===== src/sv/spwc_pkg.sv =====
// Shared types, constants and state encoding for the scan point window clustering block.
package spwc_pkg;

    localparam int WINDOW  = 5;
    localparam int IDX_W   = $clog2(WINDOW);
    localparam int COORD_W = 16;
    localparam int LABEL_W = 10;
    localparam int INDEX_W = 10;
    localparam int BACK_W  = 3;
    localparam int THR_W   = 16;
    localparam int SQ_W    = 2 * COORD_W;

    localparam logic [THR_W-1:0]   THR_RESET = 16'd200;
    localparam logic [LABEL_W-1:0] LABEL_CAP = 10'd1023;
    localparam logic [INDEX_W-1:0] INDEX_MAX = 10'd1023;
    localparam logic [INDEX_W-1:0] WINDOW_FILL = INDEX_W'(WINDOW);
    localparam logic [IDX_W-1:0]   LAST_IDX = IDX_W'(WINDOW - 1);

    typedef enum logic [1:0] {
        ST_IDLE,
        ST_RUN,
        ST_DRAIN,
        ST_FINISH
    } state_t;

    typedef struct packed {
        logic             vld;
        logic [IDX_W-1:0] idx;
        logic [SQ_W-1:0]  dx2;
        logic [SQ_W-1:0]  dy2;
    } sq_t;

endpackage


===== src/sv/spwc_dist.sv =====
// Shared distance unit: squares the coordinate differences to one window entry per cycle.
module spwc_dist (
    input  logic                                aclk,
    input  logic                                aresetn,
    input  logic                                issue,
    input  logic [spwc_pkg::IDX_W-1:0]          issue_idx,
    input  logic signed [spwc_pkg::COORD_W-1:0] px,
    input  logic signed [spwc_pkg::COORD_W-1:0] py,
    input  logic signed [spwc_pkg::COORD_W-1:0] wx,
    input  logic signed [spwc_pkg::COORD_W-1:0] wy,
    output spwc_pkg::sq_t                       sq
);

    logic signed [spwc_pkg::COORD_W:0]     dx;
    logic signed [spwc_pkg::COORD_W:0]     dy;
    logic signed [2*spwc_pkg::COORD_W+1:0] px2;
    logic signed [2*spwc_pkg::COORD_W+1:0] py2;
    spwc_pkg::sq_t                         sq_reg;
    spwc_pkg::sq_t                         sq_next;

    always_comb begin
        dx = {px[spwc_pkg::COORD_W-1], px} - {wx[spwc_pkg::COORD_W-1], wx};
        dy = {py[spwc_pkg::COORD_W-1], py} - {wy[spwc_pkg::COORD_W-1], wy};
        px2 = dx * dx;
        py2 = dy * dy;
        sq_next.vld = issue;
        sq_next.idx = issue_idx;
        sq_next.dx2 = px2[spwc_pkg::SQ_W-1:0];
        sq_next.dy2 = py2[spwc_pkg::SQ_W-1:0];
    end

    always_ff @(posedge aclk) begin
        if (!aresetn) begin
            sq_reg.vld <= 1'b0;
        end else begin
            sq_reg.vld <= sq_next.vld;
        end
        sq_reg.idx <= sq_next.idx;
        sq_reg.dx2 <= sq_next.dx2;
        sq_reg.dy2 <= sq_next.dy2;
    end

    assign sq = sq_reg;

endmodule


===== src/sv/scan_point_window_clustering.sv =====
// Top level of the scan point window clustering block.
// A point that meets a full window passes from its transfer through the run state, in which
// the shared distance unit visits the five window entries one per cycle, then through the
// drain and finish states; an early point of a scan goes from its transfer straight to
// finish. No new point is taken until the finish state has written the result to the output
// register, which waits while the output is stalled. Reset clears the point count, the label
// counter and the handshake state and loads the distance threshold with 200.
module scan_point_window_clustering (
    input  logic        aclk,
    input  logic        aresetn,
    input  logic        cfg_we,
    input  logic [15:0] cfg_wdata,
    input  logic        s_tvalid,
    output logic        s_tready,
    input  logic [31:0] s_tdata,   // point_x, point_y
    input  logic        s_tuser,   // first_of_scan
    output logic        m_tvalid,
    input  logic        m_tready,
    output logic [23:0] m_tdata,   // point_index, point_label, neighbor_back, zero fill
    output logic        m_tuser    // neighbor_got_new_label
);

    localparam int CW = spwc_pkg::COORD_W;
    localparam int LW = spwc_pkg::LABEL_W;
    localparam int IW = spwc_pkg::IDX_W;

    spwc_pkg::state_t state_reg, state_next;

    logic [spwc_pkg::THR_W-1:0]   thr_reg;
    logic [spwc_pkg::SQ_W-1:0]    thr_sq_reg;
    logic signed [CW-1:0]         px_reg, py_reg;
    logic signed [CW-1:0]         win_x_reg [spwc_pkg::WINDOW];
    logic signed [CW-1:0]         win_y_reg [spwc_pkg::WINDOW];
    logic [LW-1:0]                win_label_reg [spwc_pkg::WINDOW];
    logic [spwc_pkg::INDEX_W-1:0] seen_reg;
    logic [LW-1:0]                lab_cnt_reg;
    logic [IW-1:0]                cnt_reg;
    logic [spwc_pkg::SQ_W:0]      best_reg;
    logic [IW-1:0]                best_i_reg;
    logic                         m_tvalid_reg;
    logic [23:0]                  m_tdata_reg;
    logic                         m_tuser_reg;

    logic                         s_xfer;
    logic                         issue;
    logic                         finish_go;
    logic                         window_full;
    logic                         run_done;
    spwc_pkg::sq_t                sq;
    logic [spwc_pkg::SQ_W:0]      d2;
    logic                         joined;
    logic                         fresh;
    logic [LW-1:0]                nb_label;
    logic [LW-1:0]                lab_cnt_next;
    logic [LW-1:0]                label;
    logic [spwc_pkg::BACK_W-1:0]  back;

    spwc_dist u_dist (
        .aclk      (aclk),
        .aresetn   (aresetn),
        .issue     (issue),
        .issue_idx (cnt_reg),
        .px        (px_reg),
        .py        (py_reg),
        .wx        (win_x_reg[cnt_reg]),
        .wy        (win_y_reg[cnt_reg]),
        .sq        (sq)
    );

    assign window_full = (s_tuser ? '0 : seen_reg) >= spwc_pkg::WINDOW_FILL;
    assign run_done    = cnt_reg == spwc_pkg::LAST_IDX;

    always_comb begin
        state_next = state_reg;
        case (state_reg)
            spwc_pkg::ST_IDLE: begin
                if (s_xfer) begin
                    state_next = window_full ? spwc_pkg::ST_RUN : spwc_pkg::ST_FINISH;
                end
            end
            spwc_pkg::ST_RUN: begin
                if (run_done) begin
                    state_next = spwc_pkg::ST_DRAIN;
                end
            end
            spwc_pkg::ST_DRAIN: begin
                state_next = spwc_pkg::ST_FINISH;
            end
            spwc_pkg::ST_FINISH: begin
                if (finish_go) begin
                    state_next = spwc_pkg::ST_IDLE;
                end
            end
            default: begin
                state_next = spwc_pkg::ST_IDLE;
            end
        endcase
    end

    always_comb begin
        s_tready  = 1'b0;
        issue     = 1'b0;
        finish_go = 1'b0;
        case (state_reg)
            spwc_pkg::ST_IDLE: begin
                s_tready = 1'b1;
            end
            spwc_pkg::ST_RUN: begin
                issue = 1'b1;
            end
            spwc_pkg::ST_FINISH: begin
                finish_go = !m_tvalid_reg || m_tready;
            end
            default: begin
                s_tready = 1'b0;
            end
        endcase
    end

    assign s_xfer = s_tvalid && s_tready;
    assign d2     = {1'b0, sq.dx2} + {1'b0, sq.dy2};

    always_comb begin
        joined       = (seen_reg >= spwc_pkg::WINDOW_FILL) && (best_reg < {1'b0, thr_sq_reg});
        nb_label     = win_label_reg[best_i_reg];
        fresh        = joined && (nb_label == '0);
        lab_cnt_next = lab_cnt_reg;
        if (fresh && lab_cnt_reg < spwc_pkg::LABEL_CAP) begin
            lab_cnt_next = lab_cnt_reg + 1'b1;
        end
        label = '0;
        back  = '0;
        if (joined) begin
            label = fresh ? lab_cnt_next : nb_label;
            back  = spwc_pkg::BACK_W'(best_i_reg) + 1'b1;
        end
    end

    always_ff @(posedge aclk) begin
        if (!aresetn) begin
            state_reg    <= spwc_pkg::ST_IDLE;
            thr_reg      <= spwc_pkg::THR_RESET;
            seen_reg     <= '0;
            lab_cnt_reg  <= '0;
            cnt_reg      <= '0;
            m_tvalid_reg <= 1'b0;
        end else begin
            state_reg <= state_next;
            if (cfg_we) begin
                thr_reg <= cfg_wdata;
            end
            if (s_xfer) begin
                cnt_reg <= '0;
                if (s_tuser) begin
                    seen_reg    <= '0;
                    lab_cnt_reg <= '0;
                end
            end else if (issue) begin
                cnt_reg <= cnt_reg + 1'b1;
            end
            if (finish_go) begin
                lab_cnt_reg  <= lab_cnt_next;
                if (seen_reg < spwc_pkg::INDEX_MAX) begin
                    seen_reg <= seen_reg + 1'b1;
                end
                m_tvalid_reg <= 1'b1;
            end else if (m_tready) begin
                m_tvalid_reg <= 1'b0;
            end
        end
    end

    always_ff @(posedge aclk) begin
        thr_sq_reg <= spwc_pkg::SQ_W'(thr_reg) * spwc_pkg::SQ_W'(thr_reg);
        if (s_xfer) begin
            px_reg <= s_tdata[CW-1:0];
            py_reg <= s_tdata[2*CW-1:CW];
        end
        if (sq.vld && (sq.idx == '0 || d2 < best_reg)) begin
            best_reg   <= d2;
            best_i_reg <= sq.idx;
        end
        if (finish_go) begin
            win_x_reg[0]     <= px_reg;
            win_y_reg[0]     <= py_reg;
            win_label_reg[0] <= label;
            for (int j = 1; j < spwc_pkg::WINDOW; j++) begin
                win_x_reg[j] <= win_x_reg[j-1];
                win_y_reg[j] <= win_y_reg[j-1];
                if (fresh && best_i_reg == IW'(j - 1)) begin
                    win_label_reg[j] <= lab_cnt_next;
                end else begin
                    win_label_reg[j] <= win_label_reg[j-1];
                end
            end
            m_tdata_reg <= {1'b0, back, label, seen_reg};
            m_tuser_reg <= fresh;
        end
    end

    assign m_tvalid = m_tvalid_reg;
    assign m_tdata  = m_tdata_reg;
    assign m_tuser  = m_tuser_reg;

endmodule

===== config.mk =====
export PLATFORM = sky130hd
export DESIGN_NAME = scan_point_window_clustering
export DESIGN_NICKNAME = d
export VERILOG_FILES = /design/src/sv/spwc_pkg.sv /design/src/sv/spwc_dist.sv /design/src/sv/scan_point_window_clustering.sv
export SDC_FILE = /design/constraint.sdc
export NUM_CORES = 2
export LEC_CHECK = 0
export ABC_CLOCK_PERIOD_IN_PS = 8600
export CELL_PAD_IN_SITES_DETAIL_PLACEMENT = 0
export CELL_PAD_IN_SITES_GLOBAL_PLACEMENT = 1
export CORE_MARGIN = 2
export CORE_UTILIZATION = 27
export CTS_BUF_LIST = sky130_fd_sc_hd__clkbuf_2 sky130_fd_sc_hd__clkbuf_4 sky130_fd_sc_hd__clkbuf_8
export DETAILED_ROUTE_END_ITERATION = 8
export DONT_BUFFER_PORTS = 1
export GPL_TIMING_DRIVEN = 0
export PLACE_DENSITY = 0.6
export SYNTH_ARGS = -nofsm -noshare
export SYNTH_HDL_FRONTEND = slang
export SYNTH_SLANG_ARGS = --single-unit

===== constraint.sdc =====
create_clock -name aclk -period 8.6 [get_ports aclk]
set_input_delay 1.72 -clock aclk [delete_from_list [all_inputs] [get_ports aclk]]
set_output_delay 1.72 -clock aclk [all_outputs]
set_load 0.005 [all_outputs]

Word-level counts from Yosys, hierarchy flattened
Memory sizes are Yosys's and may differ from the RTL's. A register that Yosys moved wholly into a read port is not among the register bits.
Cells that the tools add are included.
{"block": "totals", "in_bits": 54, "output_inout_bits": 27, "rom_bits": 0, "latchBits": 0, "n_memories": 3, "elab_cells": 129, "ff_bits": 234, "ramBits": 210}
{"block": "classes", "n_eq_ne": 10, "multipliers": 3, "n_bitwise": 5, "addsub": 7, "n_div": 0, "shifts": 0, "n_mux": 55, "reduce_logical": 22, "n_lt_le_gt_ge": 6}
{"name": "win_x_reg", "words": 5, "width": 16, "read_ports": 5, "rd_ports_with_merged_regs": 1, "wr": 5, "line": "scan_point_window_clustering.sv:32", "source": "logic signed [CW-1:0] win_x_reg [spwc_pkg::WINDOW];"}
{"name": "win_y_reg", "words": 5, "width": 16, "read_ports": 5, "rd_ports_with_merged_regs": 1, "wr": 5, "line": "scan_point_window_clustering.sv:33", "source": "logic signed [CW-1:0] win_y_reg [spwc_pkg::WINDOW];"}
{"name": "win_label_reg", "words": 5, "width": 10, "read_ports": 5, "rd_ports_with_merged_regs": 1, "wr": 5, "line": "scan_point_window_clustering.sv:34", "source": "logic [LW-1:0] win_label_reg [spwc_pkg::WINDOW];"}
{"cell": "$mux 10", "n": 14}
{"cell": "$mul 17x17->32", "n": 2}
{"cell": "$sub 16x16->17", "n": 2}
{"cell": "$add 32x32->33", "n": 1}
{"cell": "$lt 33x32->1", "n": 1}
{"cell": "$lt 33x33->1", "n": 1}
{"cell": "$mul 16x16->32", "n": 1}
{"cell": "$mux 1", "n": 31}
{"cell": "$add 10x1->10 const B", "n": 2}
{"cell": "$ge 10x3->1 const B", "n": 2}
{"cell": "$lt 10x10->1 const B", "n": 2}
{"cell": "$mux 3", "n": 5}
{"cell": "$logic_not 10->1", "n": 1}
{"cell": "$logic_and 1x1->1", "n": 9}
{"cell": "$mux 2", "n": 4}
{"cell": "$pmux 2 s4", "n": 1}
{"cell": "$add 3x1->3 const B", "n": 2}
{"cell": "$eq 3x2->1 const B", "n": 2}
{"cell": "$logic_not 3->1", "n": 2}
{"cell": "$ne 2x2->1 const B", "n": 3}
{"cell": "$reduce_bool 2->1", "n": 3}
{"cell": "$eq 2x2->1 const B", "n": 2}
{"cell": "$or 1x1->1", "n": 4}
{"cell": "$eq 3x1->1 const B", "n": 1}
{"cell": "9 further kinds", "n": 10}

Logic depth before layout (Yosys ltp)
{"block": "depth", "depth_word": 8, "ltp_mapped": 38, "depth_no_buf": 36}

Hierarchy
Synthesis repeated with hierarchy kept, for this count alone.
{"block": "hier_totals", "cells_unflattened": 4472, "hier_area_um2": 46309.4}
{"module": "scan_point_window_clustering", "seq_area_each_um2": 10349.9, "area_each_um2": 24577.3, "instances": 1, "cells_per_inst": 2097}
{"module": "spwc_dist", "seq_area_each_um2": 1321.3, "area_each_um2": 21732.1, "instances": 1, "cells_per_inst": 2375}

Worst setup path before layout
No wires, ideal clock.
{"block": "synth_path", "path_kind": "flip-flop to flip-flop", "from": "reg with a tool-made name", "to": "reg u_dist.sq_reg, in the netlist u_dist.sq[31]", "path_stages_with_launch": 37, "period_less_slack_ps": 9409, "arrival_ps": 9279, "path_buffers": 3, "slack_ps": -809, "required_ps": 8470, "setup_ps": 130, "cell_sequence": "dfxtp_1 > clkbuf_1 > buf_1 > mux4_2 > mux2i_1 > ha_1 > nor2b_1 > o21a_1 > o21ai_0 > a221oi_1 > or4_1 > a311o_1 > o31ai_1 > xnor2_1 > inv_1 > buf_2 > nor2_1 > fa_1 > fa_1 > inv_1 > fa_1 > inv_1 > fa_1 > fa_1 > inv_1 > fa_1 > inv_1 > ha_1 > o21ai_0 > a21oi_1 > o41a_1 > a211oi_1 > nand3b_1 > o21ai_0 > o2111ai_1 > a21oi_1 > xnor3_1"}
{"element": "end: declaration", "line": "spwc_dist.sv:18", "source": "spwc_pkg::sq_t sq_reg;"}

==> results <==
- For this configuration, the core starts out at a cell density of 0.271.
- The most numerous cell on the critical path is sky130_fd_sc_hd__fa_1.
- The die covers 0.171 mm^2.
- At the end of routability-driven placement, the weighted congestion stood at 0.813.
- At the worst endpoint, the required time is 9.22 ns.
- The min-delay analysis places its worst path in the category flip-flop to flip-flop.
- The detailed-router iteration count before antenna repair is 5.
- The final layout contains 5659 nets.
- The run finished, with violations left.
- In this run the clock root is driven by a sky130_fd_sc_hd__clkbuf_8.
- The final reports fail on negative setup slack.
- Dividing the synthesized area by the synthesized cell count gives 10.5 um^2.
- The hold-fix buffer count after cts is 0.
- Once layout is complete, the utilization of the core stands at 0.313.
- Counting every instance in the synthesized netlist gives 4326.
- In this run the cell area measured after placement is 0.0482 mm^2.
- The post-detailed-route via-to-cell ratio is 4.41.
- The total grt overflow is 0.
- The first global-routing pass estimated 181000 um of wire.
- The clock edge transition at the registers on the reported setup and hold paths is 0.06 ns.
- The area growth from synthesis to layout is 15.4%.
- Static timing analysis puts the maximum clock frequency at 111 MHz.
- The post-placement cell count is 6534.
- The tree built by TritonCTS fans out to 437 sinks.
- The kind of critical path is flip-flop to flip-flop.
- The final max-slew violation count is 0.
- The H-tree was split into 3 levels.
- The core region is 0.167 mm^2.
- The count of boundary I/O pins is 81.
- The total length of routed wires is 113000 um.
- In this run the core area contains 150 standard-cell rows.
- The net count after synthesis is 5456.
- Clock tree synthesis inserted a total of 77 buffers.
- The fraction of layout instances using a drive strength above 1 is 0.136.
- For this block, the initial DRC count from the detailed router was 1480.
- The maximum number of buffers from clock root to sink is 3.
- For the finished layout, the period the worst path requires is 8.98 ns.
- After detailed routing, the average wire length per cell comes to 16.7 um.
- The TritonCTS clock tree is yes.
- The final-report hold violation count came to 0.
- Leaving out fill and tap cells, the most frequent cell in the layout is sky130_fd_sc_hd__inv_1.
- The highest-delay cell along the critical path is sky130_fd_sc_hd__fa_1.
- The finished cells cover 0.0523 mm^2.
- The portion of the post-synthesis area used by sequential elements is 0.258.
- The cell area that synthesis handed to floorplanning was 0.0453 mm^2.
- The die outline height is 414 um.
- Port buffering added 0 buffers.
- The initial antenna violation count came to 4.
- In the global route stage, overall resource usage came out at 0.136.
- The fraction of registers with async set or reset after synthesis is 0.
- The share of synthesized area in the top cell type comes to 0.302.
- Entering global routing, the biggest net connects 161 pins.
- Hold timing on the final database bottoms out at a slack of 0.385 ns.
- Clock skew on the completed layout was measured at 0.0456 ns.
- The filler-free cell count of the finished design is 6799.
- The floorplan step set the die width to 414 um.
- The library cells used most frequently in the layout, excluding fill and tap cells, are sky130_fd_sc_hd__inv_1 (964), sky130_fd_sc_hd__fa_1 (667), sky130_fd_sc_hd__ha_1 (372), sky130_fd_sc_hd__nor2_1 (311), sky130_fd_sc_hd__edfxtp_1 (292).
- The worst setup path is launched from a flip-flop.
- Yosys printed 0 warnings.
- The total setup violations reported at the end of the flow is 17.
- Setup repair after global routing could not meet its margin everywhere.
- The number of global-route vias before repair is 32800.
- Summing over every cut layer, the via total after detailed routing is 30000.
- Headroom to the max-slew limit came out at 0.250.
- Counting both buffers and inverters, the worst setup path holds a total of 7.
- The commonest register cell after synthesis is sky130_fd_sc_hd__edfxtp_1.
- Dividing the final minimum period by the clock period gives 1.04.
- Summed over all nets, the half-perimeter wirelength after detailed placement is 89500 um.
- The actual transition at the worst max-transition pin is 1.11 ns.
- Across all setup checks in the final design, the least slack found is -0.378 ns.
- The largest area contributor in the synthesized netlist is sky130_fd_sc_hd__fa_1.
- The category of the worst setup path capture point is a flip-flop.
- The clock insertion delay at the later pin of the skew report is 0.76 ns.
- On the worst path, the slowest cell contributes a delay of 0.57 ns.
- In this run, distinct cell masters in the synthesized netlist total 84.
- The number of nets with antenna violations after detailed routing is 0.
- Data arrives at the worst endpoint at 9.60 ns.
- The number of enable-type register cells in the synthesized netlist is 292.
- Of all nets on the critical path, the largest fanout is 5.
- Among cell families on the critical path, the largest total delay comes from adder cells.
- By area the synthesized netlist is led by sky130_fd_sc_hd__fa_1 (30%), sky130_fd_sc_hd__edfxtp_1 (19%), sky130_fd_sc_hd__ha_1 (11%), sky130_fd_sc_hd__inv_1 (8.1%), sky130_fd_sc_hd__dfxtp_1 (6.4%).
- The number of maximum-capacitance violations is 0.
- The synthesized design contains 437 register bits.
- After detailed routing, the number of remaining DRC violations is 0.
==> area by class of cell <==
| cell class | count | area [um^2] |
|---|---|---|
| Tap cell | 2204 | 2760 |
| Clock inverter | 42 | 325 |
| Clock buffer | 101 | 1260 |
| Multi-Input combinational cell | 2800 | 30700 |
| Fill cell | 17300 | 115000 |
| Antenna cell | 2 | 5.00 |
| Sequential cell | 437 | 11700 |
| Timing Repair Buffer | 131 | 1180 |
| Buffer | 89 | 637 |
| Inverter | 993 | 3770 |
==> worst reg2reg max path: cells and delay by family (launching register included) <==
| kind | cells | cell delay [ns] |
|---|---|---|
| AO/OA/AOI/OAI | 12 | 2.40 |
| XOR/XNOR | 2 | 0.43 |
| adder cells (fa/ha/maj) | 8 | 3.57 |
| buffers and inverters | 7 | 0.58 |
| flip-flops | 1 | 0.44 |
| multiplexers | 2 | 0.70 |
| AND/OR/NAND/NOR | 4 | 0.73 |
==> synth_stat cells, types with 14 or more instances <==
master                     count
sky130_fd_sc_hd__mux2i_1      60
sky130_fd_sc_hd__a21oi_1     136
sky130_fd_sc_hd__nand2b_1     39
sky130_fd_sc_hd__nor2b_1      21
sky130_fd_sc_hd__edfxtp_1    292
sky130_fd_sc_hd__mux4_2       42
sky130_fd_sc_hd__ha_1        393
sky130_fd_sc_hd__mux2_2       45
sky130_fd_sc_hd__o21a_1       37
sky130_fd_sc_hd__or2_2        15
sky130_fd_sc_hd__nor2_1      328
sky130_fd_sc_hd__o31ai_1      14
sky130_fd_sc_hd__a21o_1       63
sky130_fd_sc_hd__a31oi_1      17
sky130_fd_sc_hd__and2_1       53
sky130_fd_sc_hd__xor2_1       47
sky130_fd_sc_hd__xnor2_1     122
sky130_fd_sc_hd__dfxtp_1     145
sky130_fd_sc_hd__and3_1       19
sky130_fd_sc_hd__fa_1        683
sky130_fd_sc_hd__o21ai_0     100
sky130_fd_sc_hd__inv_1       982
sky130_fd_sc_hd__nand2_1     306
sky130_fd_sc_hd__nor3_1       29
sky130_fd_sc_hd__a211oi_1     20
sky130_fd_sc_hd__nand3_1      41
sky130_fd_sc_hd__clkbuf_1     83
==> kinds of logic after synthesis <==
kind of cell / Yosys count / synth area share
simple gates: 914 / 0.0913
buf+inv: 1089 / 0.0908
other cells: 1 / 0.0000828
mux: 147 / 0.0453
fa+ha+maj: 1076 / 0.411
flops: 437 / 0.258
xor+xnor: 170 / 0.0332
compound gates: 492 / 0.0711
==> per-layer routing <==
metal / routed length, um / part of all wire / up-vias / global-route usage
met3: 4980 / 0.044 / 153 / 0.0231
met2: 53600 / 0.47 / 481 / 0.226
met5: 0 / 0 / - / 0
li1: - / - / 14200 / -
met1: 52100 / 0.46 / 15100 / 0.184
met4: 2690 / 0.024 / 0 / 0.0345
==> worst paths after layout <==
check                                              from               endpoint  slack (ns)  cells after the start
worst max-delay path                          flip-flop  u_dist.sq[31]$_DFF_P_       -0.38                     35
worst min-delay path            cnt_reg[2]$_SDFFE_PP0P_  u_dist.sq[66]$_DFF_P_        0.38                      0
worst max register to register                flip-flop  u_dist.sq[31]$_DFF_P_       -0.38                     35
worst min register to register  cnt_reg[2]$_SDFFE_PP0P_  u_dist.sq[66]$_DFF_P_        0.38                      0
==> repair_timing <==
item,in CTS,in global routing
setup buffers,90,38
gates resized for setup,255,151
setup endpoints to repair,42,35
gates cloned,0,0
pin swaps,93,69
==> stage by stage <==
| stage | setup slack [ns] | TNS, ns |
|---|---|---|
| after CTS | -0.754 | -6.49 |
| after detailed placement | -2.54 | -63.13 |
| after floorplan | -0.192 | -0.192 |
| after global placement | -2.80 | -74.83 |
| final | -0.378 | -2.78 |
| after global routing | -0.703 | -8.92 |
Power is left out: the tool's default activity adds up to more than one toggle a clock period on the data nets, which glitch-free logic cannot reach.
